===== config.mk =====
export PLATFORM = sky130hd
export DESIGN_NAME = sync_header_length_frame_receiver
export DESIGN_NICKNAME = d
export VERILOG_FILES = /design/src/hw/rtl/shlfr_pkg.sv /design/src/hw/rtl/sync_header_length_frame_receiver.sv /design/src/hw/rtl/shlfr_store.sv /design/src/hw/rtl/shlfr_parser.sv
export SDC_FILE = /design/constraint.sdc
export NUM_CORES = 1
export LEC_CHECK = 0
export BUFFER_PORTS_ARGS = -buffer_cell sky130_fd_sc_hd__buf_2
export CAP_MARGIN = 20
export CORE_UTILIZATION = 45
export DETAILED_ROUTE_END_ITERATION = 10
export SYNTH_ARGS = -nofsm -noshare
export SYNTH_HDL_FRONTEND = slang
export SYNTH_HIERARCHICAL = 1
export SYNTH_SLANG_ARGS = --single-unit

===== constraint.sdc =====
create_clock -name aclk -period 5.29 [get_ports aclk]
set_clock_uncertainty 0.2 [all_clocks]
set_input_delay 0 -clock aclk [delete_from_list [all_inputs] [get_ports aclk]]
set_output_delay 0 -clock aclk [all_outputs]
set_load 0.005 [all_outputs]

===== src/hw/rtl/shlfr_pkg.sv =====
// package for the sync/header length-prefixed frame receiver
// holds payload structs, store request struct, parser codes and sizing constants
// no dependencies
package shlfr_pkg;

    localparam int BUFFER_DEPTH = 64;
    localparam int STORE_DEPTH  = 2 * BUFFER_DEPTH;
    localparam int ADDR_W       = $clog2(STORE_DEPTH);
    localparam int POS_W        = $clog2(BUFFER_DEPTH + 1);
    localparam int CMP_W        = (POS_W > 9) ? POS_W : 9;
    localparam int IDX_W        = 6;
    localparam int BYTE_W       = 8;
    localparam int CFG_IDX_W    = 2;

    localparam logic [1:0] PS_IDLE   = 2'd0;
    localparam logic [1:0] PS_HEADER = 2'd1;
    localparam logic [1:0] PS_DATA   = 2'd2;

    localparam logic [CFG_IDX_W-1:0] CFG_SYNC_BYTE   = 2'd0;
    localparam logic [CFG_IDX_W-1:0] CFG_HEADER_BYTE = 2'd1;

    localparam logic [BYTE_W-1:0] SYNC_RESET   = 8'hAA;
    localparam logic [BYTE_W-1:0] HEADER_RESET = 8'h55;

    typedef struct packed {
        logic              mode;
        logic [BYTE_W-1:0] rx_byte;
        logic [IDX_W-1:0]  read_index;
    } in_item_t;

    typedef struct packed {
        logic              frame_done;
        logic              frame_dropped;
        logic [BYTE_W-1:0] read_data;
    } out_item_t;

    typedef struct packed {
        logic              wr_en;
        logic [ADDR_W-1:0] wr_addr;
        logic [BYTE_W-1:0] wr_data;
        logic              clr_en;
        logic              clr_half;
    } store_req_t;

    typedef struct packed {
        logic frame_done;
        logic frame_dropped;
    } parse_flags_t;

endpackage


===== src/hw/rtl/sync_header_length_frame_receiver.sv =====
// sync/header length-prefixed frame receiver, top level
// a result passes the memory read register, then the output register
// throughput: one item per cycle unless m_ready back-pressure stalls the pipeline
// reset: aresetn (sync, active-low) clears parser and buffer valid bits, presets config
// depends on shlfr_pkg, shlfr_parser, shlfr_store
module sync_header_length_frame_receiver (
    input  logic                                aclk,
    input  logic                                aresetn,
    input  logic                                cfg_wr_en,
    input  logic [shlfr_pkg::CFG_IDX_W-1:0]     cfg_index,
    input  logic [shlfr_pkg::BYTE_W-1:0]        cfg_wdata,
    input  logic                                s_valid,
    output logic                                s_ready,
    input  shlfr_pkg::in_item_t                 s_item,
    output logic                                m_valid,
    input  logic                                m_ready,
    output shlfr_pkg::out_item_t                m_item
);

    logic                         accept;
    logic                         byte_en;
    logic                         rx_sel;
    shlfr_pkg::store_req_t        req;
    shlfr_pkg::parse_flags_t      flags;
    logic                         rd_en;
    logic                         rd_in_range;
    logic [shlfr_pkg::ADDR_W-1:0] rd_addr;
    logic [shlfr_pkg::BYTE_W-1:0] rd_data;

    logic                         p1_valid_reg;
    shlfr_pkg::parse_flags_t      p1_flags_reg;
    logic                         p1_read_reg;
    logic                         p1_adv;
    logic                         out_valid_reg;
    shlfr_pkg::out_item_t         out_reg;

    assign p1_adv  = p1_valid_reg && (!out_valid_reg || m_ready);
    assign s_ready = !p1_valid_reg || p1_adv;
    assign accept  = s_valid && s_ready;
    assign byte_en = accept && !s_item.mode;

    assign rd_in_range = shlfr_pkg::CMP_W'(s_item.read_index) <
                         shlfr_pkg::CMP_W'(shlfr_pkg::BUFFER_DEPTH);
    assign rd_en       = accept && s_item.mode;
    assign rd_addr     = rx_sel
                       ? shlfr_pkg::ADDR_W'(s_item.read_index)
                       : shlfr_pkg::ADDR_W'(shlfr_pkg::BUFFER_DEPTH)
                         + shlfr_pkg::ADDR_W'(s_item.read_index);

    shlfr_parser u_parser (
        .aclk      (aclk),
        .aresetn   (aresetn),
        .cfg_wr_en (cfg_wr_en),
        .cfg_index (cfg_index),
        .cfg_wdata (cfg_wdata),
        .byte_en   (byte_en),
        .rx_byte   (s_item.rx_byte),
        .rx_sel    (rx_sel),
        .req       (req),
        .flags     (flags)
    );

    shlfr_store u_store (
        .aclk    (aclk),
        .aresetn (aresetn),
        .req     (req),
        .rd_en   (rd_en),
        .rd_addr (rd_addr),
        .rd_data (rd_data)
    );

    always_ff @(posedge aclk) begin
        if (!aresetn) begin
            p1_valid_reg <= 1'b0;
        end else if (accept) begin
            p1_valid_reg <= 1'b1;
        end else if (p1_adv) begin
            p1_valid_reg <= 1'b0;
        end
    end

    always_ff @(posedge aclk) begin
        if (accept) begin
            p1_flags_reg <= flags;
            p1_read_reg  <= s_item.mode && rd_in_range;
        end
    end

    always_ff @(posedge aclk) begin
        if (!aresetn) begin
            out_valid_reg <= 1'b0;
        end else if (p1_adv) begin
            out_valid_reg <= 1'b1;
        end else if (m_ready) begin
            out_valid_reg <= 1'b0;
        end
    end

    always_ff @(posedge aclk) begin
        if (p1_adv) begin
            out_reg.frame_done    <= p1_flags_reg.frame_done;
            out_reg.frame_dropped <= p1_flags_reg.frame_dropped;
            out_reg.read_data     <= p1_read_reg ? rd_data : '0;
        end
    end

    assign m_valid = out_valid_reg;
    assign m_item  = out_reg;

endmodule


===== src/hw/rtl/shlfr_store.sv =====
// double frame buffer memory with per-entry valid bits
// depends on shlfr_pkg
module shlfr_store (
    input  logic                                aclk,
    input  logic                                aresetn,
    input  shlfr_pkg::store_req_t               req,
    input  logic                                rd_en,
    input  logic [shlfr_pkg::ADDR_W-1:0]        rd_addr,
    output logic [shlfr_pkg::BYTE_W-1:0]        rd_data
);

    logic [shlfr_pkg::BYTE_W-1:0]      mem [shlfr_pkg::STORE_DEPTH];
    logic [shlfr_pkg::STORE_DEPTH-1:0] valid_reg;
    logic [shlfr_pkg::STORE_DEPTH-1:0] valid_next;
    logic [shlfr_pkg::BYTE_W-1:0]      rd_data_reg;
    logic                              rd_valid_reg;

    always_comb begin
        valid_next = valid_reg;
        if (req.wr_en) begin
            valid_next[req.wr_addr] = 1'b1;
        end
        if (req.clr_en) begin
            for (int i = 0; i < shlfr_pkg::BUFFER_DEPTH; i++) begin
                if (req.clr_half) begin
                    valid_next[shlfr_pkg::BUFFER_DEPTH + i] = 1'b0;
                end else begin
                    valid_next[i] = 1'b0;
                end
            end
        end
    end

    always_ff @(posedge aclk) begin
        if (!aresetn) begin
            valid_reg <= '0;
        end else begin
            valid_reg <= valid_next;
        end
    end

    always_ff @(posedge aclk) begin
        if (req.wr_en) begin
            mem[req.wr_addr] <= req.wr_data;
        end
    end

    always_ff @(posedge aclk) begin
        if (rd_en) begin
            rd_data_reg  <= mem[rd_addr];
            rd_valid_reg <= valid_reg[rd_addr];
        end
    end

    assign rd_data = rd_valid_reg ? rd_data_reg : '0;

endmodule


===== src/hw/rtl/shlfr_parser.sv =====
// frame parser: sync/header detection, write position, length tracking, buffer select
// depends on shlfr_pkg
module shlfr_parser (
    input  logic                                aclk,
    input  logic                                aresetn,
    input  logic                                cfg_wr_en,
    input  logic [shlfr_pkg::CFG_IDX_W-1:0]     cfg_index,
    input  logic [shlfr_pkg::BYTE_W-1:0]        cfg_wdata,
    input  logic                                byte_en,
    input  logic [shlfr_pkg::BYTE_W-1:0]        rx_byte,
    output logic                                rx_sel,
    output shlfr_pkg::store_req_t               req,
    output shlfr_pkg::parse_flags_t             flags
);

    logic [shlfr_pkg::BYTE_W-1:0] sync_byte_reg;
    logic [shlfr_pkg::BYTE_W-1:0] header_byte_reg;
    logic [1:0]                   parse_state_reg, parse_state_next;
    logic [shlfr_pkg::POS_W-1:0]  write_pos_reg, write_pos_next;
    logic [shlfr_pkg::BYTE_W-1:0] frame_len_reg, frame_len_next;
    logic                         rx_sel_reg, rx_sel_next;
    logic [shlfr_pkg::CMP_W-1:0]  end_pos;
    logic [shlfr_pkg::ADDR_W-1:0] pos_addr;

    always_ff @(posedge aclk) begin
        if (!aresetn) begin
            sync_byte_reg   <= shlfr_pkg::SYNC_RESET;
            header_byte_reg <= shlfr_pkg::HEADER_RESET;
        end else if (cfg_wr_en) begin
            if (cfg_index == shlfr_pkg::CFG_SYNC_BYTE) begin
                sync_byte_reg <= cfg_wdata;
            end else if (cfg_index == shlfr_pkg::CFG_HEADER_BYTE) begin
                header_byte_reg <= cfg_wdata;
            end
        end
    end

    assign end_pos  = shlfr_pkg::CMP_W'(frame_len_reg) + shlfr_pkg::CMP_W'(2);
    assign pos_addr = rx_sel_reg
                    ? shlfr_pkg::ADDR_W'(shlfr_pkg::BUFFER_DEPTH) + shlfr_pkg::ADDR_W'(write_pos_reg)
                    : shlfr_pkg::ADDR_W'(write_pos_reg);

    always_comb begin
        parse_state_next = parse_state_reg;
        write_pos_next   = write_pos_reg;
        frame_len_next   = frame_len_reg;
        rx_sel_next      = rx_sel_reg;
        req              = '0;
        req.wr_addr      = pos_addr;
        req.wr_data      = rx_byte;
        flags            = '0;
        if (byte_en) begin
            case (parse_state_reg)
                shlfr_pkg::PS_HEADER: begin
                    parse_state_next = (rx_byte == header_byte_reg)
                                     ? shlfr_pkg::PS_DATA : shlfr_pkg::PS_IDLE;
                end
                shlfr_pkg::PS_DATA: begin
                    if (shlfr_pkg::CMP_W'(write_pos_reg) >=
                        shlfr_pkg::CMP_W'(shlfr_pkg::BUFFER_DEPTH)) begin
                        flags.frame_dropped = 1'b1;
                        parse_state_next    = shlfr_pkg::PS_IDLE;
                        write_pos_next      = '0;
                        req.clr_en          = 1'b1;
                        req.clr_half        = rx_sel_reg;
                    end else begin
                        req.wr_en = 1'b1;
                        if (write_pos_reg == shlfr_pkg::POS_W'(1)) begin
                            frame_len_next = rx_byte;
                        end
                        // position 1 can never be the end position
                        if (write_pos_reg != shlfr_pkg::POS_W'(1) &&
                            shlfr_pkg::CMP_W'(write_pos_reg) == end_pos) begin
                            flags.frame_done = 1'b1;
                            parse_state_next = shlfr_pkg::PS_IDLE;
                            write_pos_next   = '0;
                            rx_sel_next      = ~rx_sel_reg;
                            req.clr_en       = 1'b1;
                            req.clr_half     = ~rx_sel_reg;
                        end else begin
                            write_pos_next = write_pos_reg + shlfr_pkg::POS_W'(1);
                        end
                    end
                end
                default: begin
                    parse_state_next = (rx_byte == sync_byte_reg)
                                     ? shlfr_pkg::PS_HEADER : shlfr_pkg::PS_IDLE;
                end
            endcase
        end
    end

    always_ff @(posedge aclk) begin
        if (!aresetn) begin
            parse_state_reg <= shlfr_pkg::PS_IDLE;
            write_pos_reg   <= '0;
            frame_len_reg   <= '0;
            rx_sel_reg      <= 1'b0;
        end else begin
            parse_state_reg <= parse_state_next;
            write_pos_reg   <= write_pos_next;
            frame_len_reg   <= frame_len_next;
            rx_sel_reg      <= rx_sel_next;
        end
    end

    assign rx_sel = rx_sel_reg;

endmodule

======== Word level (Yosys, flattened, before mapping) ========
Memories as Yosys holds them, arrays and structs flattened. A register that Yosys moved wholly into a read port is not among the register bits.
Index checks and enable logic that the tools add are counted.
storage, ports and cells
  bits in writable memories ............... 1,024
  bits in registers ....................... 178
  logic and storage cells ................. 220
  memories kept ........................... 1
  output and inout port bits .............. 12
memories
  name         words  width  read ports  clocked after Yosys merged registers in  wr ports  RTL line           RTL
  u_store.mem  128    8      1           1                                        1         shlfr_store.sv:12  logic [shlfr_pkg::BYTE_W-1:0] mem [shlfr_pkg::STORE_DEPTH];
cells by class
  $lt $le $gt $ge ......................... 4
  reductions and logical operators ........ 22
  equal/unequal tests ..................... 9
  $add $sub $neg .......................... 4
  mux-type cells .......................... 158
  bitwise gates (word level) .............. 6
operator list
  kind                                                                          number
  128-bit 2-to-1 mux                                                            2
  1-bit 2-to-1 mux                                                              142
  128-bit bitwise OR                                                            1
  7-bit 2-to-1 mux                                                              4
  8-bit == test                                                                 2
  7-bit by 8-bit less-than comparator with 1-bit output, second input constant  2
  2-bit 2-to-1 mux                                                              7
  8-bit by 2-bit adder with 9-bit output, second input constant                 1
  7-bit by 9-bit == test with 1-bit output                                      1
  2-bit AND reduction                                                           4
  4-bit AND reduction                                                           2
  7-bit by 1-bit adder with 7-bit output, second input constant                 1
  7-bit by 6-bit adder with 7-bit output, first input constant                  1
  7-bit adder, first input constant                                             1
  1-bit binary-select mux with 7-bit select                                     1
  1-bit demux with 7-bit select                                                 1
  7-bit by 1-bit == test with 1-bit output, second input constant               1
  7-bit by 1-bit >= comparator with 1-bit output, second input constant         1
  7-bit >= comparator, second input constant                                    1
  7-bit by 1-bit != test with 1-bit output, second input constant               1
  1-bit logical AND                                                             6
  1-bit inverter                                                                5
  2-bit by 1-bit == test with 1-bit output, second input constant               2
  2-bit case mux with 2 select lines                                            1
  8 further kinds                                                               12

======== Longest topological paths before layout ========
  depth in word-level cells ............... 10
  mapped depth ............................ 12
  depth with buffers taken out ............ 10

======== By module ========
The synthesis kept the hierarchy.
by module, submodules not included
  module                             cells an instance  times used  area each (um^2)
  shlfr_store                        1,965              1           44,395.1
  shlfr_parser                       229                1           2,054.5
  sync_header_length_frame_receiver  33                 1           546.8

======== Worst setup path after synthesis ========
No wires, ideal clock.
  path kind ............................... register -> register
  start point ............................. reg out_valid_reg (netlist: m_valid)
  end point ............................... mem u_store/mem[109][0] (netlist bit) (enable)
  setup time .............................. 374 ps
  clock period less this slack ............ 3,191 ps
  path slack .............................. 2,099 ps
  stages on the path, launching flop included .. 10
  arrival ................................. 2,617 ps
  path through ............................ dfxtp_1 > and3b_2 > nor3b_1 > nand2_1 > clkbuf_1 > nor2_1 > inv_2 > or2_2 > clkbuf_1 > nor2_1
RTL lines
  item                      RTL line                                 RTL
  start: declaration        sync_header_length_frame_receiver.sv:34  logic out_valid_reg;
  start signal: assignment  sync_header_length_frame_receiver.sv:91  out_valid_reg <= 1'b0;
  start signal: assignment  sync_header_length_frame_receiver.sv:93  out_valid_reg <= 1'b1;
  start signal: assignment  sync_header_length_frame_receiver.sv:95  out_valid_reg <= 1'b0;
  end: declaration          shlfr_store.sv:12

==> results.toml <==
[outcome]
status = "finished clean"

[global_routing]
grtUsageMet2 = 0.344
grt_pass1_wl_mm = 164
grt_pass1_vias = 23000
busiest_layer = "met2"
grt_max_degree = 88
overflow = 0
grt_util_met1 = 0.307
grt_util_all_layers = 0.213
antenna_found_initial = 8
met3_usage = 0.0330

[power]
irDropWorstVdd_uv = 341
power_density_nw_per_um2 = 372
p_total_mw = 19.8
leakage_nw = 16.7

[die]
core_area_sq_um = 103000
die-area_sq_um = 106000
io_pins = 42
die-height_um = 325
rows = 118
start_util = 0.454
die_x_um = 325

[synthesis]
syn-instance-count = 2227
synth_warnings = 6
synth_edf_count = 1046
synth_area_per_cell_sq_um = 21.1
yosys_most_used_dff = "edfxtp_1"
synth_cell_types = 49
synth.area.top_cells = "edfxtp_1 67%, mux4_2 18%, dfxtp_1 7.0%, o21a_1 2.1%, nor2_1 1.1%"
synth.cell_area_sq_um = 47000
ys_ff_latch = 1210
synthArstFlopShare = 0
synth_area_leader_cell = "edfxtp_1"
synth_top_area_frac = 0.668
synth-seq-area-share = 0.738
synth_fp_nets = 2263

[timing]
worst_pin_slew_ps = 1130
layout_setup_ws_ps = 1190
slew_violations = 0
finalCritPeriodShare = 0.775
finalCriticalPeriod_ps = 4100
fin_setup_tns_ps = 0
rsz0062_at_grt = "false"
relSlewSlack = 0.241
finalHoldViolCount = 0
fmax_mhz = 244
setup_viol = 0

[clock_network]
clk_pin_slew_ps = 60
cts.sinks = 1210
worstSkewPairLatency_ps = 710
clockBufferDepth = 3
clockRootBuffer = "clkbuf_16"
cts_tree = "yes"
cts_buffers = 120
cts_setup_buffers = 0
h-tree-depth = 3

[drt]
dr.pass1.iters = 5
postRouteAntennaNets = 0
drt_iter0_markers = 2487
num_vias = 22600
drc = 0
drt-total-wl_mm = 111
vias_per_cell = 5.90
wl_per_cell_um = 28.9

[layout]
layout.nets = 2376
fill_cells = 8024
layout-drive-gt1-share = 0.272
final_cell_mix = "1046 x edfxtp_1, 378 x mux4_2, 164 x dfxtp_1, 134 x nor2_1, 131 x o21a_1"
diodes = 0
largest_register_ffs = 1024
final_util = 0.515
final_common_cell = "edfxtp_1"
syn2layout_area_growth_pct = 13.4

[worst_setup_path]
cp-end-kind = "flip-flop"
crit_fanout = 19
required_ps = 5410
startpoint_type = "flip-flop"
path_class = "reg -> reg"
critPathArrivalTime_ps = 4210

[placement]
port_buffers = 41
gp_congestion = 0.789
place_hpwl_mm = 66.9
dp_slack_ps = 1270

[flow_run]
maxCapViolCount = 0

[hold_path]
hold_path_class = "in -> reg"
[through the flow]
step	instances	cell area, sq um	hold WS, ps
6_report	3827	53300	109
3_3_place_gp	3542	48700	13.9
2_1_floorplan	2227	47000	-101
4_1_cts	3824	53300	35.7
3_5_place_dp	3542	48700	15.1
5_1_grt	3827	53300	149
[power by group]
| group | switching (mW) | internal [mW] |
|---|---|---|
| Clock | 3.56 | 5.02 |
| Sequential | 0.00637 | 10.4 |
| Combinational | 0.512 | 0.368 |
[per-layer routing]
metal	up-vias	wire, um
met1	12200	47400
met4	0	2080
li1	9407	-
met3	147	6760
met5	-	0
met2	820	54500
[path summary, 6_finish.rpt]
path | from | endpoint | slack [ps] | depth (start not counted)
min reg2reg | p1_flags_reg[1] | m_item[9] | 220 | 0
max | m_valid | u_store/mem[66][4] | 1190 | 7
max reg2reg | m_valid | u_store/mem[66][4] | 1190 | 7
min | s_valid | p1_read_reg | 110 | 3
[final cells by class]
class                           instances  area (sq um)  area share
Clock buffer                          164          3350      0.0628
Timing Repair Buffer                  126          1150      0.0215
Multi-Input combinational cell        869         11700       0.219
Inverter                               13          48.8    0.000915
Sequential cell                      1210         34700       0.651
Clock inverter                         65           688      0.0129
Tap cell                             1380          1730      0.0324
[kinds of logic after synthesis]
group,count (synthesis),synth area share
multiplexers,414,0.189
flip-flops,1210,0.738
XOR/XNOR,23,0.00429
AND/OR/NAND/NOR,273,0.0279
AO/OA/AOI/OAI,153,0.0247
buffers and inverters,148,0.0143
adder cells (fa/ha/maj),6,0.00160
[synthesized netlist by cell type (10+ instances only)]
master    count
mux2i_1      27
nor2b_1      26
clkbuf_1     73
o21a_1      131
inv_1        10
buf_1        20
edfxtp_1   1046
nand3_1      14
buf_4        16
and2_1       20
buf_2        22
nand2_1      30
nand4_1      10
xor2_1       10
mux4_2      378
xnor2_1      13
dfxtp_1     164
nor2_1      134
[critical path, cell delays in order, from the launching register on]
cell and delay [ps]:
dfxtp_1 320, and3b_2 240, nor3b_1 380, nand2_1 480, nor2_1 510, inv_2 110
or2_2 650, nor2_1 820
[timing repair]
item,CTS,global route
gates resized for setup,0,0
endpoints found under the hold margin,647,0
hold buffers,53,0
No activity file was read; power rests on OpenSTA's default activity.
